$ cat config.mk
export PLATFORM = sky130hd
export DESIGN_NAME = byte_consuming_timestamp_fifo
export DESIGN_NICKNAME = d
export VERILOG_FILES = /design/src/hw/rtl/tsf_pkg.sv /design/src/hw/rtl/tsf_cell.sv /design/src/hw/rtl/byte_consuming_timestamp_fifo.sv
export SDC_FILE = /design/constraint.sdc
export NUM_CORES = 2
export LEC_CHECK = 0
export ABC_AREA = 1
export BUFFER_PORTS_ARGS = -buffer_cell sky130_fd_sc_hd__buf_4
export CORE_MARGIN = 2
export CORE_UTILIZATION = 60
export CTS_CLUSTER_DIAMETER = 30
export CTS_CLUSTER_SIZE = 20
export DETAILED_ROUTE_END_ITERATION = 10
export PLACE_DENSITY = 0.8
export SYNTH_ARGS = -nofsm -noshare
export SYNTH_HDL_FRONTEND = slang
export SYNTH_SLANG_ARGS = --single-unit
$ cat constraint.sdc
create_clock -name clk -period 7.35 [get_ports clk]
set_clock_uncertainty 0.15 [all_clocks]
set_input_delay 0.3675 -clock clk [delete_from_list [all_inputs] [get_ports clk]]
set_output_delay 0.3675 -clock clk [all_outputs]
set_load 0.05 [all_outputs]
$ cat src/hw/rtl/tsf_pkg.sv
package tsf_pkg;

    // fixed field widths of the item ports
    localparam int IN_SIZE_W = 24;
    localparam int STAMP_W   = 64;
    localparam int BYTES_W   = 28;
    localparam int HELD_W    = 5;

    // largest value bytes_left can show
    localparam logic [BYTES_W-1:0] BYTES_MAX = '1;

    // operation codes on func
    localparam logic FUNC_PUSH    = 1'b0;
    localparam logic FUNC_CONSUME = 1'b1;

    // controller states
    typedef enum logic [1:0] {
        ST_IDLE,
        ST_WORK,
        ST_DONE
    } tsf_state_t;

    // per-cycle control seen by every cell of the chain
    typedef struct packed {
        logic load;
        logic shift;
    } tsf_cell_ctrl_t;

endpackage

$ cat src/hw/rtl/tsf_cell.sv
module tsf_cell #(
    parameter int SIZE_BITS = 24
) (
    input  logic                            clk,
    input  tsf_pkg::tsf_cell_ctrl_t         ctrl,
    input  logic [SIZE_BITS-1:0]            new_size,
    input  logic [tsf_pkg::STAMP_W-1:0]     new_stamp,
    input  logic [SIZE_BITS-1:0]            nbr_size,
    input  logic [tsf_pkg::STAMP_W-1:0]     nbr_stamp,
    output logic [SIZE_BITS-1:0]            size,
    output logic [tsf_pkg::STAMP_W-1:0]     stamp
);

    logic [SIZE_BITS-1:0]        size_reg;
    logic [tsf_pkg::STAMP_W-1:0] stamp_reg;

    // take a pushed entry, or move one place toward the head on retire
    always_ff @(posedge clk)
    begin
        if (ctrl.load)
        begin
            size_reg  <= new_size;
            stamp_reg <= new_stamp;
        end
        else if (ctrl.shift)
        begin
            size_reg  <= nbr_size;
            stamp_reg <= nbr_stamp;
        end
    end

    assign size  = size_reg;
    assign stamp = stamp_reg;

endmodule

$ cat src/hw/rtl/byte_consuming_timestamp_fifo.sv
// Timestamp FIFO of up to DEPTH entries (size, timestamp) held in a chain of cells with
// the head always in the first cell. A push passes from IDLE to DONE and a consume from
// IDLE through WORK to DONE; the result is loaded into the output register from DONE.
// The consume loop handles one entry per cycle and retiring an entry shifts the whole
// chain one cell toward the head. One item is in work at a time; in_stall is high from
// acceptance until the result is loaded into the output register, so the next item
// may enter on the following edge while that result still waits to be taken. A result
// that waits under out_stall holds the next result back until it is taken.
module byte_consuming_timestamp_fifo #(
    parameter int DEPTH     = 16,
    parameter int SIZE_BITS = 24
) (
    input  logic                                clk,
    input  logic                                rst_n,
    input  logic                                in_valid,
    output logic                                in_stall,
    input  logic                                func,
    input  logic [tsf_pkg::IN_SIZE_W-1:0]       entry_size,
    input  logic [tsf_pkg::STAMP_W-1:0]         entry_timestamp,
    input  logic [tsf_pkg::BYTES_W-1:0]         consume_bytes,
    output logic                                out_valid,
    input  logic                                out_stall,
    output logic                                accepted,
    output logic [tsf_pkg::STAMP_W-1:0]         head_timestamp,
    output logic                                head_present,
    output logic [tsf_pkg::BYTES_W-1:0]         bytes_left,
    output logic [tsf_pkg::HELD_W-1:0]          entries_held
);

    localparam int CNT_W = $clog2(DEPTH + 1);
    localparam int TOT_W = SIZE_BITS + CNT_W;
    localparam int CMP_W = (SIZE_BITS > tsf_pkg::BYTES_W) ? SIZE_BITS : tsf_pkg::BYTES_W;
    localparam int SAT_W = (TOT_W > tsf_pkg::BYTES_W) ? TOT_W : tsf_pkg::BYTES_W;

    tsf_pkg::tsf_state_t state_reg, state_next;

    logic [CNT_W-1:0]              count_reg, count_next;
    logic [TOT_W-1:0]              total_reg, total_next;
    logic [SIZE_BITS-1:0]          consumed_reg, consumed_next;
    logic [tsf_pkg::BYTES_W-1:0]   owed_reg, owed_next;
    logic                          acc_reg, acc_next;

    logic                          out_valid_reg, out_valid_next;
    logic                          out_acc_reg;
    logic [tsf_pkg::STAMP_W-1:0]   out_stamp_reg;
    logic                          out_present_reg;
    logic [tsf_pkg::BYTES_W-1:0]   out_bytes_reg;
    logic [tsf_pkg::HELD_W-1:0]    out_held_reg;

    logic [SIZE_BITS-1:0]          cell_size  [DEPTH];
    logic [tsf_pkg::STAMP_W-1:0]   cell_stamp [DEPTH];
    tsf_pkg::tsf_cell_ctrl_t       cell_ctrl  [DEPTH];

    logic                          in_take;
    logic                          is_push;
    logic                          work_step;
    logic                          retire;
    logic                          out_load;
    logic [SIZE_BITS-1:0]          push_size;
    logic [SIZE_BITS-1:0]          left;
    logic [CMP_W-1:0]              take;

    // handshake
    assign in_stall = (state_reg != tsf_pkg::ST_IDLE);
    assign in_take  = in_valid && !in_stall;
    assign is_push  = (func == tsf_pkg::FUNC_PUSH);
    assign out_load = (state_reg == tsf_pkg::ST_DONE) && (!out_valid_reg || !out_stall);

    // one consume step against the head cell
    assign work_step = (state_reg == tsf_pkg::ST_WORK) && (owed_reg != '0) && (count_reg != '0);
    assign left      = cell_size[0] - consumed_reg;
    assign retire    = (CMP_W'(left) <= CMP_W'(owed_reg));
    assign take      = retire ? CMP_W'(left) : CMP_W'(owed_reg);
    assign push_size = SIZE_BITS'(entry_size);

    // chain of cells, head in cell 0
    genvar gi;
    generate
        for (gi = 0; gi < DEPTH; gi++)
        begin : g_cell
            assign cell_ctrl[gi].load  = in_take && is_push && (count_reg == CNT_W'(gi));
            assign cell_ctrl[gi].shift = work_step && retire;

            if (gi == DEPTH - 1)
            begin : g_last
                tsf_cell #(.SIZE_BITS(SIZE_BITS)) u_cell (
                    .clk       (clk),
                    .ctrl      (cell_ctrl[gi]),
                    .new_size  (push_size),
                    .new_stamp (entry_timestamp),
                    .nbr_size  (cell_size[gi]),
                    .nbr_stamp (cell_stamp[gi]),
                    .size      (cell_size[gi]),
                    .stamp     (cell_stamp[gi])
                );
            end
            else
            begin : g_mid
                tsf_cell #(.SIZE_BITS(SIZE_BITS)) u_cell (
                    .clk       (clk),
                    .ctrl      (cell_ctrl[gi]),
                    .new_size  (push_size),
                    .new_stamp (entry_timestamp),
                    .nbr_size  (cell_size[gi+1]),
                    .nbr_stamp (cell_stamp[gi+1]),
                    .size      (cell_size[gi]),
                    .stamp     (cell_stamp[gi])
                );
            end
        end
    endgenerate

    // next state
    always_comb
    begin
        state_next = state_reg;
        case (state_reg)
            tsf_pkg::ST_IDLE:
            begin
                if (in_take)
                begin
                    state_next = is_push ? tsf_pkg::ST_DONE : tsf_pkg::ST_WORK;
                end
            end
            tsf_pkg::ST_WORK:
            begin
                if (!work_step)
                begin
                    state_next = tsf_pkg::ST_DONE;
                end
            end
            tsf_pkg::ST_DONE:
            begin
                if (out_load)
                begin
                    state_next = tsf_pkg::ST_IDLE;
                end
            end
            default:
            begin
                state_next = tsf_pkg::ST_IDLE;
            end
        endcase
    end

    // fifo bookkeeping
    always_comb
    begin
        count_next    = count_reg;
        total_next    = total_reg;
        consumed_next = consumed_reg;
        owed_next     = owed_reg;
        acc_next      = acc_reg;
        case (state_reg)
            tsf_pkg::ST_IDLE:
            begin
                if (in_take)
                begin
                    if (is_push)
                    begin
                        if (count_reg == CNT_W'(DEPTH))
                        begin
                            acc_next = 1'b0;
                        end
                        else
                        begin
                            acc_next   = 1'b1;
                            count_next = count_reg + CNT_W'(1);
                            total_next = total_reg + TOT_W'(push_size);
                        end
                    end
                    else
                    begin
                        acc_next  = 1'b1;
                        owed_next = consume_bytes;
                    end
                end
            end
            tsf_pkg::ST_WORK:
            begin
                if (work_step)
                begin
                    owed_next  = owed_reg - tsf_pkg::BYTES_W'(take);
                    total_next = total_reg - TOT_W'(take);
                    if (retire)
                    begin
                        count_next    = count_reg - CNT_W'(1);
                        consumed_next = '0;
                    end
                    else
                    begin
                        consumed_next = consumed_reg + SIZE_BITS'(take);
                    end
                end
            end
            default:
            begin
            end
        endcase
    end

    // output register handshake
    always_comb
    begin
        out_valid_next = out_valid_reg;
        if (out_load)
        begin
            out_valid_next = 1'b1;
        end
        else if (out_valid_reg && !out_stall)
        begin
            out_valid_next = 1'b0;
        end
    end

    // control registers
    always_ff @(posedge clk or negedge rst_n)
    begin
        if (!rst_n)
        begin
            state_reg     <= tsf_pkg::ST_IDLE;
            count_reg     <= '0;
            total_reg     <= '0;
            consumed_reg  <= '0;
            owed_reg      <= '0;
            acc_reg       <= 1'b0;
            out_valid_reg <= 1'b0;
        end
        else
        begin
            state_reg     <= state_next;
            count_reg     <= count_next;
            total_reg     <= total_next;
            consumed_reg  <= consumed_next;
            owed_reg      <= owed_next;
            acc_reg       <= acc_next;
            out_valid_reg <= out_valid_next;
        end
    end

    // result payload
    always_ff @(posedge clk)
    begin
        if (out_load)
        begin
            out_acc_reg     <= acc_reg;
            out_present_reg <= (count_reg != '0);
            out_stamp_reg   <= (count_reg != '0) ? cell_stamp[0] : '1;
            out_bytes_reg   <= (SAT_W'(total_reg) > SAT_W'(tsf_pkg::BYTES_MAX))
                               ? tsf_pkg::BYTES_MAX : tsf_pkg::BYTES_W'(total_reg);
            out_held_reg    <= tsf_pkg::HELD_W'(count_reg);
        end
    end

    assign out_valid      = out_valid_reg;
    assign accepted       = out_acc_reg;
    assign head_timestamp = out_stamp_reg;
    assign head_present   = out_present_reg;
    assign bytes_left     = out_bytes_reg;
    assign entries_held   = out_held_reg;

endmodule

After elaboration in Yosys (flattened, before gate mapping) --
Cells that the tools add are included.
Cells by class: add/subtract/negate cells 7, $lt $le $gt $ge 2, equality and inequality tests 26, muxes and demuxes 86, bitwise logic cells 1, reductions and logical operators 55
Operators with widths (count):
- two-way mux 64 bit | 30
- two-way mux 24 bit | 31
- two-way mux 29 bit | 4
- two-way mux 28 bit | 4
- case mux 29 bit (2 select lines) | 1
- case mux 28 bit (2 select lines) | 1
- equality test 5 x 4 -> 1 bit, second input constant | 8
- nonzero test 2 bit | 18
- adder 29 x 24 -> 29 bit | 1
- greater-than comparator 29 x 28 -> 1 bit, second input constant | 1
- subtractor 29 x 28 -> 29 bit | 1
- less-or-equal comparator 24 x 28 -> 1 bit | 1
- nonzero test 28 bit | 1
- subtractor 28 bit | 1
- two-way mux 5 bit | 5
- adder 24 bit | 1
- subtractor 24 bit | 1
- logical AND 1 bit | 23
- equality test 5 x 3 -> 1 bit, second input constant | 4
- != test 2 bit, second input constant | 8
- equality test 5 x 2 -> 1 bit, second input constant | 2
- case mux 5 bit (2 select lines) | 1
- two-way mux 2 bit | 4
- case mux 2 bit (3 select lines) | 1
- 18 further kinds | 24
Storage, ports and cells: bits in registers 1597, word-level logic and storage cells 221

Logic depth before layout (Yosys ltp) --
depth in word-level cells 6, mapped depth 40, mapped depth without buffers 39

Cells and area by module --
From an unflattened synthesis, not the netlist that was laid out.
Second synthesis, totals: cells, all modules 8036, area total of the unflattened synthesis 75551.2 µm²
Modules (own cells, without submodules):
- tsf_cell | times used 16, cells each 373, area each 3768.6 µm²
- byte_consuming_timestamp_fifo | times used 1, cells each 2068, area each 15253.4 µm²

Worst setup path after synthesis --
Ideal clock, no wire load.
kind register to register, from reg consumed_reg[0], to reg g_cell[10].g_mid.u_cell.size_reg[0] (enable), arrival 5.015 ns, required time 6.751 ns, path slack 1.735 ns, stages on the path, launching flop included 24, path buffers 2, clock period less this slack 5.615 ns, cells stage by stage dfrtp_1 -> ha_1 -> fa_1 -> o21ai_1 -> nand2_1 -> nand2_1 -> nand2_1 -> nand2_1 -> nand2_1 -> nand2_1 -> xor2_1 -> ha_1 -> nand2_1 -> nor2_1 -> and2_1 -> nand2_1 -> nand3_1 -> nand2_1 -> nand2_2 -> nand2_2 -> buf_4 -> nand2_2 -> buf_2 -> nand2_1
Between the ends: longest elaborated chain between the ends 4
RTL lines:
- start: declaration | RTL line byte_consuming_timestamp_fifo.sv:39 | logic [SIZE_BITS-1:0] consumed_reg, consumed_next;
- start signal: assignment | RTL line byte_consuming_timestamp_fifo.sv:234 | consumed_reg <= consumed_next;
- subtractor 24 bit | RTL line byte_consuming_timestamp_fifo.sv:71 | assign left = cell_size[0] - consumed_reg;
- less-or-equal comparator 24 x 28 -> 1 bit | RTL line byte_consuming_timestamp_fifo.sv:72 | assign retire = (CMP_W'(left) <= CMP_W'(owed_reg));
- logical AND 1 bit
- nonzero test 2 bit (no source line)
- end signal: assignment | RTL line tsf_cell.sv:22 | size_reg <= new_size;
- end signal: assignment | RTL line tsf_cell.sv:27 | size_reg <= nbr_size;
- end: declaration | RTL line tsf_cell.sv:14 | logic [SIZE_BITS-1:0] size_reg;
No other way between the ends. A chain may end at the register's enable or synchronous reset.

Worst setup path in the final report --
from reg g_cell[0].g_mid.u_cell.size_reg[4], to reg total_reg[26]
Between the ends: longest elaborated chain between the ends 6
RTL lines:
- start: declaration | RTL line tsf_cell.sv:14
- start signal: assignment | RTL line tsf_cell.sv:22
- start signal: assignment | RTL line tsf_cell.sv:27
- subtractor 24 bit (*) | RTL line byte_consuming_timestamp_fifo.sv:71
- less-or-equal comparator 24 x 28 -> 1 bit | RTL line byte_consuming_timestamp_fifo.sv:72
- two-way mux 28 bit (*) | RTL line byte_consuming_timestamp_fifo.sv:73 | assign take = retire ? CMP_W'(left) : CMP_W'(owed_reg);
- subtractor 29 x 28 -> 29 bit (*) | RTL line byte_consuming_timestamp_fifo.sv:184 | total_next = total_reg - TOT_W'(take);
- two-way mux 29 bit (*) | RTL line byte_consuming_timestamp_fifo.sv:181 | if (work_step)
- case mux 29 bit (2 select lines) (*) | RTL line byte_consuming_timestamp_fifo.sv:154 | case (state_reg)
- end signal: assignment | RTL line byte_consuming_timestamp_fifo.sv:233 | total_reg <= total_next;
- end: declaration | RTL line byte_consuming_timestamp_fifo.sv:38 | logic [TOT_W-1:0] total_reg, total_next;
Every way passes the cells marked *; elsewhere a longest branch is shown, timed or not. The select of a mux whose other input is x is not followed.

==> qor.txt <==
Status = completed
Die Ht = 347.7 um
Register area = 0.04751 mm^2
Worst skew pair latency = 0.92 ns
Overall power = 44.58 mW
Gate Count Post-Synth = 6,497
CTS tree = yes
Post-DP HPWL = 113.5 mm
Worst vdd ir = 0.3461 mV
CTS resizes = 0
FF+latch count, synth = 1,597
Clock share of power = 32.5%
CP Capture Type = flip-flop
Remaining global-route overflow = 0
Startpoint Class = flip-flop
Boundary Pins = 222
DIE AREA = 0.1209 mm^2
Total track usage = 34.39%
Pleak = 34.62 nW
Sequential share of power = 34.8%
CP endpoint = total_reg[26]$_DFFE_PN0P_
Post-Place Worst Slack = 1.139 ns
Max Cap Violations = 0
Post-Syn Area = 0.07088 mm^2
Worst r2r src = g_cell[0].g_mid.u_cell.size[4]$_DFFE_PP_
TritonCTS buffer count = 319
Root Buffer = clkbuf_16
Largest area contributor in the netlist = edfxtp_1
Routed Antenna Nets = 0
Tcrit/Tclk final = 86.33%
Slew @ Worst Pin = 1.387 ns
Slowest cell on the critical path = fa_1
Max-slew violation count = 0
Most common cell after layout, fill and taps aside = nand2_1
Setup slack after layout = 1.005 ns
GP Congestion = 0.9460
FF-to-FF End = total_reg[26]$_DFFE_PN0P_
Seq/Total Area, Yosys = 67.03%
Final hold violation count = 0
Clock sink count = 1,597
Vias per cell = 6.216
Area occupied by multi-input gates = 0.02053 mm^2
Clk slew on worst S/H paths = 0.05 ns
Fin util = 72.72%
Max reg flops = 960
Fin area = 0.08553 mm^2
H-tree Lvls = 5
Ratio of cells with drive above 1 in the final layout = 13.67%
Final net count = 7,083
Synth top area share = 63.85%
Leading post-synthesis cells by cell area = edfxtp_1, nand2_1, o21ai_1
CP Launch Point = g_cell[0].g_mid.u_cell.size[4]$_DFFE_PP_
Vias = 53,490
First-pass GRT wire length = 317.4 mm
TNS Setup = 0 ns
Chip width = 347.7 um
Crit path DAT = 6.96 ns
Non-Filler Instances = 8,605
Sw frac = 36.56%
Synth unique cells = 52
Cells on worst reg2reg path = 32
Initial detailed-routing violation count = 7,545
Core Region = 0.1176 mm^2
Asr flop ratio synth = 5.636%
Routed WL = 209.4 mm
CP dominant cell by count = nand2_1
DP Area = 0.07362 mm^2
Largest net degree at the start of global routing = 109
WHS = 0.03042 ns
Total internal power = 28.28 mW
Ys Warns = 0
Placed instance count = 7,917
# DRC = 0
Critical path required time = 7.96 ns
Slew headroom = 7.539%
Routed length per placed instance = 24.34 um
Reg2reg setup slack = 1.00 ns
Comb power frac = 32.6%
Initial Utilization = 60.27%
Area growth syn-to-layout = 20.67%
Bufs on Longest Clock Path = 4
Most frequent cells in the layout = nand2_1, edfxtp_1, o21ai_1
Peak Freq = 0.1576 GHz
Port Buffer Count = 221
Power per cell area = 521.2 mW/mm^2
Fill count = 7,202
Average size of a mapped cell = 10.91 um^2
Top_reg_cell synth = edfxtp_1
Tightest Hold Check Type = in -> reg
RSZ-0062 raised after global routing = no
Row cnt = 126
Syn_nets = 6,755
Initial DRT Pass Iterations = 7
Setup violators final = 0
Worst Path Class, Setup = reg -> reg
Initial antenna violation count = 7
Post-synth EDFFs = 1,507
Number of global-route vias before repair = 53,730
Psw = 16.30 mW
Worst path max stage delay = 0.46 ns
Min Tclk post-route = 6.345 ns
Max Fanout on Critical Path = 16
-- layout make-up --
cell class / count / share of cell area, %
inverters: 317 / 1.397
diodes: 3 / 0.008778
multi-input cells: 4165 / 24.00
clock inverters: 198 / 2.654
well taps: 1536 / 2.247
flip-flops and latches: 1597 / 55.54
repair buffers: 425 / 4.345
clock buffers: 364 / 9.800
-- logic make-up after synthesis --
kind of cell	Yosys count	share of synthesized area, %
flops	1597	67.03
fa+ha+maj	137	2.461
compound gates	1722	12.51
simple gates	2234	12.75
xor+xnor	72	0.8897
buf+inv	735	4.357
-- power groups by stage --
stage / Clock [mW] / Combinational, mW / Sequential (mW)
floorplan: 0 / 8.68 / 16.0
global route: 14.9 / 15.8 / 15.7
finish: 14.5 / 14.5 / 15.5
global placement: 0 / 13.8 / 15.5
CTS: 14.5 / 14.3 / 15.5
detailed placement: 0 / 14.0 / 15.5
-- worst min path at each step --
stage | from | end | slack, ns | cells after the start
2_1_floorplan | rst_n | acc_reg$_DFFE_PN0P_ | -0.08 | 0
3_3_place_gp | acc_reg$_DFFE_PN0P_ | accepted$_DFFE_PP_ | 0.29 | 0
3_5_place_dp | acc_reg$_DFFE_PN0P_ | accepted$_DFFE_PP_ | 0.30 | 0
4_1_cts | entry_timestamp[37] | g_cell[15].g_last.u_cell.stamp[37]$_DFFE_PP_ | 0.007 | 2
5_1_grt | entry_timestamp[32] | g_cell[15].g_last.u_cell.stamp[32]$_DFFE_PP_ | 0.02 | 2
6_report | entry_timestamp[32] | g_cell[15].g_last.u_cell.stamp[32]$_DFFE_PP_ | 0.03 | 2
-- critical path: cells and delay by family, from the launching register on --
family / cells / cell delay, ns
AND/OR/NAND/NOR: 15 / 1.69
AO/OA/AOI/OAI: 9 / 1.81
flip-flops: 1 / 0.40
buffers and inverters: 3 / 0.33
XOR/XNOR: 1 / 0.42
adder cells (fa/ha/maj): 4 / 1.41
-- cells in the mapped netlist, types with 7 or more instances --
library cell,number
a21boi_0,7
a21o_1,10
a21oi_1,138
a31oi_1,10
buf_2,233
clkbuf_1,171
dfrtp_1,90
edfxtp_1,1507
ha_1,133
inv_1,295
inv_2,18
nand2_1,1795
nand3_1,89
nand3_2,11
nand4_1,33
nor2_1,168
nor3_1,16
nor4_1,10
o211ai_1,17
o21ai_0,204
o21ai_1,1276
o21bai_1,17
o22ai_1,17
or2_2,84
xnor2_1,25
xor2_1,47
-- repair_timing --
action / in CTS / in global routing
endpoints found under the setup margin: 0 / 0
hold buffers: 123 / 0
setup buffers: 0 / 0
hold endpoints to repair: 1127 / 0
-- per-layer routing --
layer  vias up  share of wire (%)  GRT usage [%]
li1      23550                  -              -
met1     25490                 37          44.94
met2      3760                 48          56.38
met3       683                 10          6.188
met4         6                4.4          16.01
met5         -              0.017              0
(Power assumes the default switching activity.)
